==> src/alr_pkg.sv <==
// shared widths, the front-to-back command word and the pixel word
// no dependencies
`timescale 1ns / 1ps
package alr_pkg;
	localparam int CI   = 12;
	localparam int CF   = 8;
	localparam int GF   = 16;
	localparam int CW   = CI + CF;
	localparam int PW   = CI + 1;
	localparam int IW   = CI + GF + 1;
	localparam int HW   = 16;
	localparam int GW   = 18;
	localparam int SW   = 32;
	localparam int HSF  = 15;
	localparam int BW   = 9;
	localparam int DNUM = CW + 1 + GF;
	localparam int DDEN = CW + 1;

	localparam logic KIND_LOAD = 1'b0;
	localparam logic KIND_TICK = 1'b1;

	typedef struct packed {
		logic                 tick;
		logic                 steep;
		logic signed [CW-1:0] x0;
		logic signed [CW-1:0] y0;
		logic signed [CW-1:0] x1;
		logic signed [CW-1:0] y1;
		logic signed [GW-1:0] grad;
		logic signed [SW-1:0] hstep;
		logic signed [HW-1:0] hstart;
	} cmd_t;

	typedef struct packed {
		logic signed [PW-1:0] px;
		logic signed [PW-1:0] py;
		logic [BW-1:0]        br;
		logic signed [HW-1:0] h;
		logic                 last;
	} pix_t;
endpackage

==> src/alr_div.sv <==
// restoring unsigned divider, one quotient bit per cycle
// depends on nothing
`timescale 1ns / 1ps
module alr_div #(
	parameter int NUM_W = 37,
	parameter int DEN_W = 21
) (
	input  logic             clk,
	input  logic             arst_n,
	input  logic             start,
	input  logic [NUM_W-1:0] num,
	input  logic [DEN_W-1:0] den,
	output logic [NUM_W-1:0] quo,
	output logic             done
);
	localparam int CNT_W = $clog2(NUM_W + 1);

	logic [DEN_W-1:0] rem_q;
	logic [NUM_W-1:0] nq_q;
	logic [CNT_W-1:0] cnt_q;
	logic             busy_q;
	logic             done_q;
	logic [DEN_W:0]   trial;
	logic [DEN_W:0]   diff;
	logic             ge;

	assign trial = {rem_q, nq_q[NUM_W-1]};
	assign diff  = trial - {1'b0, den};
	assign ge    = trial >= {1'b0, den};

	always_ff @(posedge clk or negedge arst_n) begin
		if (!arst_n) begin
			busy_q <= 1'b0;
			done_q <= 1'b0;
			cnt_q  <= '0;
		end else begin
			done_q <= 1'b0;
			if (start) begin
				busy_q <= 1'b1;
				cnt_q  <= CNT_W'(NUM_W);
			end else if (busy_q) begin
				cnt_q <= cnt_q - 1'b1;
				if (cnt_q == CNT_W'(1)) begin
					busy_q <= 1'b0;
					done_q <= 1'b1;
				end
			end
		end
	end

	always_ff @(posedge clk) begin
		if (start) begin
			rem_q <= '0;
			nq_q  <= num;
		end else if (busy_q) begin
			rem_q <= ge ? diff[DEN_W-1:0] : trial[DEN_W-1:0];
			nq_q  <= {nq_q[NUM_W-2:0], ge};
		end
	end

	assign quo  = nq_q;
	assign done = done_q;
endmodule

==> src/alr_front.sv <==
// front end: takes input words, orders line endpoints, runs the two divisions
// and queues commands for the back end; uses alr_pkg and alr_div
`timescale 1ns / 1ps
module alr_front (
	input  logic                          clk,
	input  logic                          arst_n,
	input  logic                          push,
	output logic                          full,
	input  logic                          kind,
	input  logic signed [alr_pkg::CW-1:0] start_x,
	input  logic signed [alr_pkg::CW-1:0] start_y,
	input  logic signed [alr_pkg::CW-1:0] end_x,
	input  logic signed [alr_pkg::CW-1:0] end_y,
	input  logic signed [alr_pkg::HW-1:0] start_height,
	input  logic signed [alr_pkg::HW-1:0] end_height,
	output alr_pkg::cmd_t                 cmd,
	output logic                          cmd_valid,
	input  logic                          cmd_pop
);
	localparam int CW = alr_pkg::CW;
	localparam int HW = alr_pkg::HW;
	localparam int GW = alr_pkg::GW;
	localparam int SW = alr_pkg::SW;
	localparam int GF = alr_pkg::GF;
	localparam int HSF = alr_pkg::HSF;
	localparam int DNUM = alr_pkg::DNUM;
	localparam int DDEN = alr_pkg::DDEN;

	localparam logic [1:0] F_IDLE = 2'd0, F_START = 2'd1, F_DIV = 2'd2, F_PUSH = 2'd3;

	logic [1:0] fst_q;
	logic       acc;
	logic signed [CW:0] ddx, ddy;
	logic [CW:0]        adx, ady;
	logic               steep;
	logic signed [CW-1:0] a0, b0, a1, b1;
	logic               ord;

	logic               steep_q;
	logic signed [CW-1:0] mx0_q, my0_q, mx1_q, my1_q;
	logic signed [HW-1:0] z0_q, z1_q;

	logic signed [CW:0] dx, dy;
	logic [CW:0]        abs_dy;
	logic signed [HW:0] dz, zsum;
	logic [HW:0]        abs_dz;
	logic               dx_zero;
	logic [DNUM-1:0]    num_g, num_h, q_g, q_h;
	logic               done_g, done_h;
	logic signed [GW-1:0] grad;
	logic signed [SW-1:0] hstep;
	alr_pkg::cmd_t      ld_cmd, wdata;

	alr_pkg::cmd_t      qmem [2];
	logic               wp_q, rp_q;
	logic [1:0]         cnt_q;
	logic               wr_tick, wr_ld, wr;

	assign acc  = push && !full;
	assign full = (fst_q != F_IDLE) || (cnt_q == 2'd2);

	// steepness and endpoint order straight from the ports
	assign ddx   = {end_x[CW-1], end_x} - {start_x[CW-1], start_x};
	assign ddy   = {end_y[CW-1], end_y} - {start_y[CW-1], start_y};
	assign adx   = ddx[CW] ? $unsigned(-ddx) : $unsigned(ddx);
	assign ady   = ddy[CW] ? $unsigned(-ddy) : $unsigned(ddy);
	assign steep = ady > adx;
	assign a0    = steep ? start_y : start_x;
	assign b0    = steep ? start_x : start_y;
	assign a1    = steep ? end_y : end_x;
	assign b1    = steep ? end_x : end_y;
	assign ord   = a0 > a1;

	always_ff @(posedge clk) begin
		if (acc && (kind == alr_pkg::KIND_LOAD)) begin
			steep_q <= steep;
			mx0_q   <= ord ? a1 : a0;
			my0_q   <= ord ? b1 : b0;
			mx1_q   <= ord ? a0 : a1;
			my1_q   <= ord ? b0 : b1;
			z0_q    <= ord ? end_height : start_height;
			z1_q    <= ord ? start_height : end_height;
		end
	end

	assign dx      = {mx1_q[CW-1], mx1_q} - {mx0_q[CW-1], mx0_q};
	assign dy      = {my1_q[CW-1], my1_q} - {my0_q[CW-1], my0_q};
	assign abs_dy  = dy[CW] ? $unsigned(-dy) : $unsigned(dy);
	assign dz      = {z1_q[HW-1], z1_q} - {z0_q[HW-1], z0_q};
	assign abs_dz  = dz[HW] ? $unsigned(-dz) : $unsigned(dz);
	assign zsum    = {z0_q[HW-1], z0_q} + {z1_q[HW-1], z1_q};
	assign dx_zero = (dx == '0);
	assign num_g   = {abs_dy, {GF{1'b0}}};
	assign num_h   = DNUM'({abs_dz, {HSF{1'b0}}});

	alr_div #(.NUM_W(DNUM), .DEN_W(DDEN)) u_div_g (
		.clk(clk), .arst_n(arst_n), .start(fst_q == F_START),
		.num(num_g), .den(dx), .quo(q_g), .done(done_g)
	);

	alr_div #(.NUM_W(DNUM), .DEN_W(DDEN)) u_div_h (
		.clk(clk), .arst_n(arst_n), .start(fst_q == F_START),
		.num(num_h), .den(dx), .quo(q_h), .done(done_h)
	);

	assign grad  = dy[CW] ? -$signed(q_g[GW-1:0]) : $signed(q_g[GW-1:0]);
	assign hstep = dz[HW] ? -$signed(q_h[SW-1:0]) : $signed(q_h[SW-1:0]);

	always_comb begin
		ld_cmd        = '0;
		ld_cmd.steep  = steep_q;
		ld_cmd.x0     = mx0_q;
		ld_cmd.y0     = my0_q;
		ld_cmd.x1     = mx1_q;
		ld_cmd.y1     = my1_q;
		ld_cmd.grad   = dx_zero ? '0 : grad;
		ld_cmd.hstep  = dx_zero ? '0 : hstep;
		ld_cmd.hstart = dx_zero ? zsum[HW:1] : z0_q;
	end

	always_ff @(posedge clk or negedge arst_n) begin
		if (!arst_n) begin
			fst_q <= F_IDLE;
		end else begin
			unique case (fst_q)
				F_IDLE:  if (acc && (kind == alr_pkg::KIND_LOAD)) fst_q <= F_START;
				F_START: fst_q <= F_DIV;
				F_DIV:   if (done_g && done_h) fst_q <= F_PUSH;
				F_PUSH:  if (cnt_q != 2'd2) fst_q <= F_IDLE;
				default: fst_q <= F_IDLE;
			endcase
		end
	end

	// two-entry command queue
	assign wr_tick = acc && (kind == alr_pkg::KIND_TICK);
	assign wr_ld   = (fst_q == F_PUSH) && (cnt_q != 2'd2);
	assign wr      = wr_tick || wr_ld;

	always_comb begin
		wdata = ld_cmd;
		if (wr_tick) begin
			wdata      = '0;
			wdata.tick = 1'b1;
		end
	end

	always_ff @(posedge clk) begin
		if (wr) qmem[wp_q] <= wdata;
	end

	always_ff @(posedge clk or negedge arst_n) begin
		if (!arst_n) begin
			wp_q  <= 1'b0;
			rp_q  <= 1'b0;
			cnt_q <= 2'd0;
		end else begin
			if (wr) wp_q <= ~wp_q;
			if (cmd_pop) rp_q <= ~rp_q;
			cnt_q <= cnt_q + {1'b0, wr} - {1'b0, cmd_pop};
		end
	end

	assign cmd       = qmem[rp_q];
	assign cmd_valid = (cnt_q != 2'd0);
endmodule

==> src/alr_back.sv <==
// back end: holds the line state, produces endpoint and span pixel pairs
// and buffers result words; uses alr_pkg
`timescale 1ns / 1ps
module alr_back (
	input  logic          clk,
	input  logic          arst_n,
	input  alr_pkg::cmd_t cmd,
	input  logic          cmd_valid,
	output logic          cmd_pop,
	output alr_pkg::pix_t opix,
	output logic          empty,
	input  logic          pop
);
	localparam int CW = alr_pkg::CW;
	localparam int CF = alr_pkg::CF;
	localparam int GF = alr_pkg::GF;
	localparam int PW = alr_pkg::PW;
	localparam int IW = alr_pkg::IW;
	localparam int HW = alr_pkg::HW;
	localparam int GW = alr_pkg::GW;
	localparam int SW = alr_pkg::SW;
	localparam int BW = alr_pkg::BW;
	localparam int HSF = alr_pkg::HSF;
	localparam int OW = CW + 2;
	localparam int HPW = SW + OW;
	localparam int HQW = HPW - HSF;
	localparam int HSW = HQW + 1;
	localparam int EPW = GW + CF + 1;
	localparam int YW = CW + GF + 1;
	localparam int WW = 2 * BW;
	localparam logic signed [HPW-1:0] HRND = HPW'(1) <<< (HSF - 1);
	localparam logic signed [HSW-1:0] HMAX = HSW'(32767);
	localparam logic signed [HSW-1:0] HMIN = HSW'(-32768);
	localparam logic [BW-1:0] FULLW = BW'(1 << CF);

	localparam logic [3:0] B_IDLE = 4'd0, B_LD0 = 4'd1, B_LD1 = 4'd2, B_LD2 = 4'd3,
		B_LD3 = 4'd4, B_MUL = 4'd5, B_SUM = 4'd6, B_OUT0 = 4'd7, B_OUT1 = 4'd8;

	logic [3:0] st_q;

	logic                 active_q, steep_q, pend_q;
	logic signed [PW-1:0] cur_q, lastc_q, c1n_q;
	logic signed [GW-1:0] grad_q;
	logic signed [IW-1:0] acc_q;
	logic signed [HW-1:0] hstart_q;
	logic signed [SW-1:0] hstep_q;
	logic signed [CW-1:0] x0_q, y0_q, x1_q, y1_q;

	logic signed [PW-1:0] exend_q;
	logic [CF-1:0]        efr_q;
	logic signed [EPW-1:0] eprod_q;

	logic signed [PW-1:0] pcol_q;
	logic signed [IW-1:0] picpt_q;
	logic [BW-1:0]        pgap_q;
	logic                 plast_q;
	logic signed [HPW-1:0] hprod_q;
	logic [WW-1:0]        wlo_q, whi_q;
	logic signed [HW-1:0] h_q;

	logic signed [CW-1:0] sx, sy;
	logic signed [CW:0]   xsum;
	logic signed [PW-1:0] xend;
	logic signed [OW-1:0] offe, offh;
	logic signed [CF:0]   off9;
	logic signed [YW-1:0] yfull;
	logic signed [IW-1:0] yend, gradx;
	logic signed [PW-1:0] nxt;
	logic                 more;
	logic [CF-1:0]        f8;
	logic signed [HPW-1:0] hround;
	logic signed [HSW-1:0] hsum;
	logic signed [PW-1:0] yi;
	alr_pkg::pix_t        wpix;
	logic                 ofull, opush;

	alr_pkg::pix_t        omem [4];
	logic [1:0]           owp_q, orp_q;
	logic [2:0]           ocnt_q;

	assign cmd_pop = (st_q == B_IDLE) && cmd_valid;
	assign ofull   = (ocnt_q == 3'd4);

	// endpoint column, offset to the column center and the intercept there
	assign sx    = (st_q == B_LD0 || st_q == B_LD1) ? x0_q : x1_q;
	assign sy    = (st_q == B_LD1) ? y0_q : y1_q;
	assign xsum  = {sx[CW-1], sx} + (CW+1)'(1 << (CF - 1));
	assign xend  = xsum[CW:CF];
	assign offe  = {xend[PW-1], xend, {CF{1'b0}}} - {{2{sx[CW-1]}}, sx};
	assign off9  = offe[CF:0];
	assign yfull = {sy[CW-1], sy, {GF{1'b0}}} + {{(YW-EPW){eprod_q[EPW-1]}}, eprod_q};
	assign yend  = yfull[YW-1:CF];
	assign gradx = {{(IW-GW){grad_q[GW-1]}}, grad_q};
	assign nxt   = cur_q + PW'(1);
	assign more  = c1n_q < exend_q;

	// height interpolation
	assign offh   = {pcol_q[PW-1], pcol_q, {CF{1'b0}}} - {{2{x0_q[CW-1]}}, x0_q};
	assign f8     = picpt_q[GF-1:GF-CF];
	assign hround = hprod_q + HRND;
	assign hsum   = {hround[HPW-1], hround[HPW-1:HSF]}
		+ {{(HSW-HW){hstart_q[HW-1]}}, hstart_q};
	assign yi     = picpt_q[IW-1:GF];

	always_ff @(posedge clk or negedge arst_n) begin
		if (!arst_n) begin
			st_q     <= B_IDLE;
			active_q <= 1'b0;
			steep_q  <= 1'b0;
			pend_q   <= 1'b0;
			cur_q    <= '0;
			lastc_q  <= '0;
			c1n_q    <= '0;
			grad_q   <= '0;
			acc_q    <= '0;
			hstart_q <= '0;
			hstep_q  <= '0;
			x0_q     <= '0;
		end else begin
			unique case (st_q)
				B_IDLE: begin
					if (cmd_valid) begin
						if (cmd.tick) begin
							if (active_q) begin
								cur_q    <= nxt;
								active_q <= nxt < lastc_q;
								acc_q    <= acc_q + gradx;
								st_q     <= B_MUL;
							end
						end else begin
							steep_q  <= cmd.steep;
							grad_q   <= cmd.grad;
							hstep_q  <= cmd.hstep;
							hstart_q <= cmd.hstart;
							x0_q     <= cmd.x0;
							st_q     <= B_LD0;
						end
					end
				end
				B_LD0: st_q <= B_LD1;
				B_LD1: begin
					acc_q  <= yend + gradx;
					c1n_q  <= exend_q + PW'(1);
					pend_q <= 1'b1;
					st_q   <= B_MUL;
				end
				B_LD2: st_q <= B_LD3;
				B_LD3: begin
					cur_q    <= c1n_q;
					lastc_q  <= exend_q;
					active_q <= more;
					pend_q   <= 1'b0;
					st_q     <= B_MUL;
				end
				B_MUL: st_q <= B_SUM;
				B_SUM: st_q <= B_OUT0;
				B_OUT0: if (!ofull) st_q <= B_OUT1;
				B_OUT1: if (!ofull) st_q <= pend_q ? B_LD2 : B_IDLE;
				default: st_q <= B_IDLE;
			endcase
		end
	end

	always_ff @(posedge clk) begin
		if (cmd_pop && !cmd.tick) begin
			y0_q <= cmd.y0;
			x1_q <= cmd.x1;
			y1_q <= cmd.y1;
		end
		if (st_q == B_LD0 || st_q == B_LD2) begin
			exend_q <= xend;
			efr_q   <= xsum[CF-1:0];
			eprod_q <= grad_q * off9;
		end
		if (cmd_pop && cmd.tick) begin
			pcol_q  <= cur_q;
			picpt_q <= acc_q;
			pgap_q  <= FULLW;
			plast_q <= !(nxt < lastc_q);
		end else if (st_q == B_LD1) begin
			pcol_q  <= exend_q;
			picpt_q <= yend;
			pgap_q  <= FULLW - {1'b0, efr_q};
			plast_q <= 1'b0;
		end else if (st_q == B_LD3) begin
			pcol_q  <= exend_q;
			picpt_q <= yend;
			pgap_q  <= {1'b0, efr_q};
			plast_q <= !more;
		end
		if (st_q == B_MUL) begin
			hprod_q <= hstep_q * offh;
			wlo_q   <= (FULLW - {1'b0, f8}) * pgap_q;
			whi_q   <= {1'b0, f8} * pgap_q;
		end
		if (st_q == B_SUM) begin
			if (hsum > HMAX) h_q <= HMAX[HW-1:0];
			else if (hsum < HMIN) h_q <= HMIN[HW-1:0];
			else h_q <= hsum[HW-1:0];
		end
	end

	// pixel word, swapped back for steep lines
	always_comb begin
		wpix      = '0;
		wpix.h    = h_q;
		if (st_q == B_OUT1) begin
			wpix.px   = steep_q ? yi + PW'(1) : pcol_q;
			wpix.py   = steep_q ? pcol_q : yi + PW'(1);
			wpix.br   = whi_q[CF+BW-1:CF];
			wpix.last = plast_q;
		end else begin
			wpix.px   = steep_q ? yi : pcol_q;
			wpix.py   = steep_q ? pcol_q : yi;
			wpix.br   = wlo_q[CF+BW-1:CF];
			wpix.last = 1'b0;
		end
	end

	assign opush = (st_q == B_OUT0 || st_q == B_OUT1) && !ofull;

	always_ff @(posedge clk) begin
		if (opush) omem[owp_q] <= wpix;
	end

	always_ff @(posedge clk or negedge arst_n) begin
		if (!arst_n) begin
			owp_q  <= '0;
			orp_q  <= '0;
			ocnt_q <= '0;
		end else begin
			if (opush) owp_q <= owp_q + 2'd1;
			if (pop && !empty) orp_q <= orp_q + 2'd1;
			ocnt_q <= ocnt_q + {2'b0, opush} - {2'b0, pop && !empty};
		end
	end

	assign empty = (ocnt_q == 3'd0);
	assign opix  = omem[orp_q];
endmodule

==> src/antialiased_line_rasterizer_top.sv <==
// a span word passes B_MUL and B_SUM before its first pixel is written; the
// back end holds each pixel while the result queue is full
// a load word holds full until its command is queued; two 37-step restoring
// dividers make the gradient and the height step, one quotient bit per cycle
// reset clears the line state, the command queue and the result queue
`timescale 1ns / 1ps
module antialiased_line_rasterizer_top (
	input  logic                          clk,
	input  logic                          arst_n,
	input  logic                          push,
	output logic                          full,
	input  logic                          kind,
	input  logic signed [alr_pkg::CW-1:0] start_x,
	input  logic signed [alr_pkg::CW-1:0] start_y,
	input  logic signed [alr_pkg::CW-1:0] end_x,
	input  logic signed [alr_pkg::CW-1:0] end_y,
	input  logic signed [alr_pkg::HW-1:0] start_height,
	input  logic signed [alr_pkg::HW-1:0] end_height,
	output logic                          empty,
	input  logic                          pop,
	output logic signed [alr_pkg::PW-1:0] pixel_x,
	output logic signed [alr_pkg::PW-1:0] pixel_y,
	output logic [alr_pkg::BW-1:0]        brightness,
	output logic signed [alr_pkg::HW-1:0] height,
	output logic                          last_of_line
);
	alr_pkg::cmd_t cmd;
	logic          cmd_valid, cmd_pop;
	alr_pkg::pix_t opix;

	alr_front u_front (
		.clk(clk), .arst_n(arst_n), .push(push), .full(full), .kind(kind),
		.start_x(start_x), .start_y(start_y), .end_x(end_x), .end_y(end_y),
		.start_height(start_height), .end_height(end_height),
		.cmd(cmd), .cmd_valid(cmd_valid), .cmd_pop(cmd_pop)
	);

	alr_back u_back (
		.clk(clk), .arst_n(arst_n), .cmd(cmd), .cmd_valid(cmd_valid),
		.cmd_pop(cmd_pop), .opix(opix), .empty(empty), .pop(pop)
	);

	assign pixel_x      = opix.px;
	assign pixel_y      = opix.py;
	assign brightness   = opix.br;
	assign height       = opix.h;
	assign last_of_line = opix.last;
endmodule
==> config.mk <==
export PLATFORM = sky130hd
export DESIGN_NAME = antialiased_line_rasterizer_top
export DESIGN_NICKNAME = d
export VERILOG_FILES = /design/src/alr_pkg.sv /design/src/alr_div.sv /design/src/alr_front.sv /design/src/alr_back.sv /design/src/antialiased_line_rasterizer_top.sv
export SDC_FILE = /design/constraint.sdc
export NUM_CORES = 2
export LEC_CHECK = 0
export CORE_ASPECT_RATIO = 1.2
export CORE_MARGIN = 1.5
export CORE_UTILIZATION = 60
export DETAILED_ROUTE_END_ITERATION = 10
export DONT_BUFFER_PORTS = 1
export GPL_ROUTABILITY_DRIVEN = 0
export MAX_ROUTING_LAYER = met4
export PLACE_DENSITY = 0.79
export SLEW_MARGIN = 10
export SYNTH_ARGS = -nofsm -noshare
export SYNTH_HDL_FRONTEND = slang
export SYNTH_SLANG_ARGS = --single-unit
==> constraint.sdc <==
create_clock -name clk -period 9.7 [get_ports clk]
set_input_delay 2.425 -clock clk [delete_from_list [all_inputs] [get_ports clk]]
set_output_delay 2.425 -clock clk [all_outputs]
set_load 0.02 [all_outputs]
; After elaboration in Yosys (flattened, before gate mapping)
; Memories as Yosys holds them, arrays and structs flattened.
; Cells that the tools add are included.
[word_totals]
regBits = 683
latch_bits = 0
ramBits = 504
rom_bits = 0
input_bits = 117
mem_count = 2
[mem_list]
columns = name, depth, word_bits, rd, rd_ports_with_merged_regs, wr, line
row1 = u_front.qmem, 2, 148, 1, 0, 1, alr_front.sv:54  ; alr_pkg::cmd_t qmem [2];
row2 = u_back.omem, 4, 52, 1, 0, 1, alr_back.sv:77  ; alr_pkg::pix_t omem [4];
[op_classes]
n_addsub = 35
n_mul = 4
div_mod_pow = 0
magnitude_cmp = 8
eq_ne = 25
shifts = 0
muxes = 90
n_bitwise = 4
reduce_logical = 40
[ops]
columns = operator, n
row1 = 20-bit two-way mux, 10
row2 = 29-bit two-way mux, 6
row3 = 148-bit two-way mux, 1
row4 = 13-bit two-way mux, 10
row5 = 32-bit two-way mux, 4
row6 = 21-bit two-way mux, 5
row7 = 20-bit by 20-bit subtractor with 21-bit output, 4
row8 = 37-bit two-way mux, 2
row9 = 16-bit two-way mux, 4
row10 = 21-bit negator, 3
row11 = 29-bit by 18-bit adder with 29-bit output, 2
row12 = 29-bit one-hot mux with 2 select lines, 1
row13 = "54-bit by 16-bit adder with 54-bit output, second input constant", 1
row14 = 32-bit by 22-bit multiplier with 54-bit output, 1
row15 = 22-bit by 21-bit >= comparator with 1-bit output, 2
row16 = 21-bit subtractor, 2
row17 = 39-bit by 16-bit adder with 40-bit output, 1
row18 = "40-bit by 16-bit greater-than comparator with 1-bit output, second input constant", 1
row19 = "40-bit by 16-bit < comparator with 1-bit output, second input constant", 1
row20 = "13-bit by 2-bit adder with 13-bit output, second input constant", 3
row21 = 36-bit by 27-bit adder with 37-bit output, 1
row22 = 18-bit two-way mux, 2
row23 = 35-bit two-way mux, 1
row24 = 32-bit negator, 1
row25 = 55 further kinds, 137

; Longest topological paths before layout
[logic_depth]
ltp_word = 8
depth_mapped = 43
mapped_depth_nobuf = 38

; Modules after synthesis
; Synthesis repeated with hierarchy kept, for this count alone.
[hier_totals]
hier_cells = 9477
hier_area_um2 = 98562.0
[modules_own_cells]
columns = mod, instances, cells_per_inst, area_each_um2, seq_area_each_um2
row1 = alr_back, 1, 6199, 62907.8, 16906.2
row2 = alr_front, 1, 2504, 27736.6, 12431.9
row3 = alr_div, 2, 387, 3958.8, 1731.7

; Least setup slack after synthesis
; Ideal clock, no wire load.
[synth_path]
path_kind = input to register
start = in end_x[0] (netlist name)
end = reg u_front.my0_q[0], data pin
setup_ns = 0.278
arrival_time_ns = 10.568
required_ns = 9.422
path_slack_ns = -1.147
path_stages = 40
path_cell_list = inv_1 -> ha_1 -> inv_1 -> fa_1 -> a211oi_1 -> o21ai_1 -> a21oi_1 -> o21ai_1 -> a21o_1 -> a21oi_1 -> xnor2_1 -> or4b_1 -> or4_1 -> o31ai_2 -> xnor2_1 -> ha_1 -> nand4_1 -> or2_2 -> [4 not listed] -> clkbuf_1 -> buf_1 -> mux2i_1 -> inv_1 -> ha_1 -> a21o_1 -> a21o_1 -> a21o_1 -> a21o_1 -> a21o_1 -> a211oi_1 -> o21ai_0 -> mux2i_1 -> nor2_1 -> buf_2 -> clkbuf_1 -> mux2i_1 -> mux2i_1
[synth_between]
elab_chain_cells = 7
elab_cells_between_ends = 10
cone_classes = add/sub: 2 / order compare: 2 / mux: 6
[synth_rtl]
columns = element, line
row1 = "start, declared", antialiased_line_rasterizer_top.sv:15  ; input logic signed [alr_pkg::CW-1:0] end_x,
row2 = 20-bit by 20-bit subtractor with 21-bit output, alr_front.sv:63  ; assign ddx = {end_x[CW-1], end_x} - {start_x[CW-1], start_x};
row3 = 21-bit negator, alr_front.sv:65  ; assign adx = ddx[CW] ? $unsigned(-ddx) : $unsigned(ddx);
row4 = 21-bit two-way mux, alr_front.sv:65
row5 = 21-bit greater-than comparator, alr_front.sv:67  ; assign steep = ady > adx;
row6 = 20-bit two-way mux (on tied branches), "alr_front.sv:68, alr_front.sv:70"
row7 = 20-bit greater-than comparator, alr_front.sv:72  ; assign ord = a0 > a1;
row8 = 20-bit two-way mux (*), alr_front.sv:78  ; my0_q <= ord ? b1 : b0;
row9 = "end signal, assigned", alr_front.sv:78
row10 = "end, declared", alr_front.sv:40  ; logic signed [CW-1:0] mx0_q, my0_q, mx1_q, my1_q;
; Every way passes the cells marked *; elsewhere a longest branch is shown, timed or not.
; A chain may end at the register's enable or synchronous reset.

; Worst setup path in the final report
[layout_path]
start = reg u_back.x0_q[1]
end = reg u_back.hprod_q[46], data pin
[layout_between]
elab_chain_cells = 2
[layout_rtl]
columns = element, line
row1 = "start, declared", alr_back.sv:47  ; logic signed [CW-1:0] x0_q, y0_q, x1_q, y1_q;
row2 = "start signal, assigned", alr_back.sv:135  ; x0_q <= cmd.x0;
row3 = 21-bit by 20-bit subtractor with 22-bit output, alr_back.sv:98  ; assign offh = {pcol_q[PW-1], pcol_q, {CF{1'b0}}} - {{2{x0_q[CW-1]}}, x0_q};
row4 = 32-bit by 22-bit multiplier with 54-bit output, alr_back.sv:192  ; hprod_q <= hstep_q * offh;
row5 = "end signal, assigned", alr_back.sv:192
row6 = "end, declared", alr_back.sv:57  ; logic signed [HPW-1:0] hprod_q;
; No other way between the ends.

==> impl_metrics.env <==
export IMPL_start_kind="flop"
export IMPL_synthMuxAreaShare=0.0670
export IMPL_cp_slowest_stage_delay_ns=0.55
export IMPL_yosys_warnings=0
export IMPL_clockRootBuffer="clkbuf_16"
export IMPL_rrSetupSlack_ns=0.30
export IMPL_regToRegStartpoint="u_back.x0_q[1]$_DFFE_PN0P_"
export IMPL_htreeDepth=3
export IMPL_fp_dieH_um=443
export IMPL_holdBufCountCts=0
export IMPL_worst_pin_slew_ns=1.34
export IMPL_finalHoldViolations=0
export IMPL_viasPerCell=5.94
export IMPL_slew_violations=0
export IMPL_synth_ff_type="edfxtp_1"
export IMPL_synth_distinct_cells=109
export IMPL_grt_usage=0.301
export IMPL_yosys_area_top_type="edfxtp_1"
export IMPL_wl_met1_um=87000
export IMPL_wl_met3_um=21600
export IMPL_ant_nets=0
export IMPL_path_common_cell="fa_1"
export IMPL_drc=0
export IMPL_wl_met2_um=116000
export IMPL_worstRegToRegCells=33
export IMPL_top_layer_used="met4"
export IMPL_cts_sinks=1141
export IMPL_synthArstFlopShare=0.167
export IMPL_placementRows=161
export IMPL_maxCapViolations=0
export IMPL_clk_path_buf_depth=3
export IMPL_hp_class="flop to flop"
export IMPL_skew_ns=0.0560
export IMPL_required_ns=10.18
export IMPL_dp_hpwl_um=178000
export IMPL_synthTopCellsByCount="1219 x inv_1, 1198 x nand2_1, 933 x fa_1, 864 x edfxtp_1, 618 x ha_1"
export IMPL_hold_path_depth=2
export IMPL_ys_seq_area_frac=0.336
export IMPL_syn_area_um2=96600
export IMPL_drt_pass1_iterations=8
export IMPL_yosys_area_top_type_share=0.269
export IMPL_synth_fp_nets=11000
export IMPL_overflow=0
export IMPL_post_synth_top_count_cell="inv_1"
export IMPL_grt_max_degree=191
export IMPL_worst_path_max_delay_cell="fa_1"
export IMPL_fill_cells=11800
export IMPL_vias=68600
export IMPL_dieArea_um2=163000
export IMPL_avgRoutedWirePerCell_um=20.6
export IMPL_synth_compound_area_frac=0.0851
export IMPL_hold_path_end="u_back.acc_q[5]$_DFFE_PN0P_"
export IMPL_synth_top_family_by_area="adder cells"
export IMPL_r2r_end="u_back.hprod_q[46]$_DFFE_PP_"
export IMPL_areaGrowthSynthToFinish_pct=8.20
export IMPL_synthAdderAreaFrac=0.273
export IMPL_final_layout_size_suffix_gt1_frac=0.0815
export IMPL_diodes=0
export IMPL_setup_viol=0
export IMPL_fmax_mhz=106
export IMPL_nets=11000
export IMPL_grt_pass1_wl_um=378000
export IMPL_synth_seq_cells=1141
export IMPL_syn_avg_cell_area_um2=10.3
export IMPL_seqCellArea_um2=32500
export IMPL_start_util=0.603
export IMPL_max_slew_margin=0.104
export IMPL_insertion_delay_ns=0.78
export IMPL_synth_edf_count=864
export IMPL_multi_input_area_um2=58600
export IMPL_io_pins=171
export IMPL_die_x_um=369
export IMPL_syn_inst=9367
export IMPL_fin_setup_tns_ns=0
export IMPL_crit_fanout=10
export IMPL_clk_pin_slew_worst_paths_ns=0.08
export IMPL_first_iter_violations=5575
export IMPL_antenna_found_initial=2
export IMPL_end_kind="flop"
export IMPL_fin_crit_sh=0.970
export IMPL_critical_path_class="flop to flop"
export IMPL_synthXorXnorAreaFrac=0.0478
export IMPL_synthSimpleGateAreaFrac=0.127
export IMPL_min_from="u_back.acc_q[5]$_DFFE_PN0P_"
export IMPL_portBuffers=0
export IMPL_synth_area_leaders="edfxtp_1 27%, fa_1 19%, ha_1 8.0%"
export IMPL_cts_buffers=111
export IMPL_core_area_um2=160000
export IMPL_status="finished, final reports clean"
export IMPL_grt_pass1_vias=72300
export IMPL_drt_wl_total_um=238000
export IMPL_critPathArrivalTime_ns=9.89
export IMPL_cts_tree="built"
export IMPL_fin_crit_ns=9.40
## layer usage
metal  vias to the layer above  track usage
met5                         -            -
met4                         0        0.142
met3                       770       0.0685
met2                      2798        0.499
met1                     33900        0.344
li1                      31100            -
## worst max-delay path, delay by kind of cell (launching register included)
kind,cells,cell delay [ns]
fa+ha+maj,9,4.08
compound gates,14,3.34
simple gates,3,0.63
flops,1,0.40
buf+inv,5,0.38
xor+xnor,2,0.29
## cells by family after synthesis
logic type                 Yosys count
muxes                              568
DFF                               1141
and+or+nand+nor                   2666
adders and majority gates         1551
buffers and inverters             1627
xor gates and xnor gates           527
AOI/OAI and AO/OA                 1287
## layout make-up
type	count	area share
clock buffer	125	0.0277
inverter	1220	0.0439
clock inverter	85	0.0115
timing repair buffer	256	0.0205
sequential	1141	0.310
multi-input combinational	6601	0.561
tap	2119	0.0254
## worst max-delay path by stage
stage	from	to	slack, ns	cells past startpoint
floorplan	end_x[0]	u_front.mx0_q[0]$_DFFE_PP_	-0.19	39
global placement	start_y[1]	u_front.my1_q[12]$_DFFE_PP_	-0.33	37
detailed placement	start_y[1]	u_front.my0_q[2]$_DFFE_PP_	-0.69	35
CTS	start_y[1]	u_front.my0_q[2]$_DFFE_PP_	0.08	35
global route	u_back.x0_q[1]$_DFFE_PN0P_	u_back.hprod_q[35]$_DFFE_PP_	-0.17	34
finish	u_back.x0_q[1]$_DFFE_PN0P_	u_back.hprod_q[46]$_DFFE_PP_	0.30	33
## placed cells by master, fill, tap and decap left out, drive strengths merged, types with 46 or more instances in the layout
cell    count
a211oi     55
a21o      145
a21oi     324
and2      299
and3       54
buf       256
clkbuf    125
clkinv     46
dfrtp     190
dfxtp      87
edfxtp    864
fa        933
ha        618
inv      1228
mux2      112
mux2i     404
mux4       52
nand2    1198
nand2b     65
nand3     120
nand4      48
nor2      520
nor2b      97
nor3      118
o21a       57
o21ai     377
xnor2     327
xor2      201
## registers in the layout, summed over array words and instances, names as in the netlist, 20 cells and up
register / flops
u_back.x1_q: 20
u_front.my0_q: 20
u_front.u_div_h.quo: 37
u_back.y0_q: 20
u_back.y1_q: 20
u_front.u_div_g.quo: 37
u_front.mx1_q: 20
u_back.hprod_q: 40
u_front.qmem: 296
u_back.omem: 208
u_back.acc_q: 29
u_front.u_div_g.rem_q: 21
u_front.u_div_h.rem_q: 21
u_back.x0_q: 20
u_back.hstep_q: 32
u_back.picpt_q: 21
u_front.my1_q: 20
u_front.mx0_q: 20
## stage by stage
| step | hold WS, ns | area (µm²) | worst slack, ns | utilization | std cells |
|---|---|---|---|---|---|
| 2_1_floorplan | 0.440 | 96900 | -0.193 | - | 9367 |
| 3_3_place_gp | 0.462 | 100000 | -0.326 | 0.625 | 11300 |
| 3_5_place_dp | 0.470 | 100000 | -0.693 | 0.625 | 11300 |
| 4_1_cts | 0.483 | 104000 | 0.0841 | 0.651 | 11500 |
| 5_1_grt | 0.498 | 105000 | -0.170 | 0.653 | 11500 |
| 6_report | 0.478 | 105000 | 0.296 | 0.653 | 11500 |
## timing repair
action,4_1_cts,5_1_grt
setup endpoints to repair,5,127
pin swaps,0,12
gates cloned,0,2
buffers inserted,0,9
gates resized for setup,2,34
Power is not shown: default switching activity piles up to over one toggle a cycle in this logic, so the estimate is an artifact.
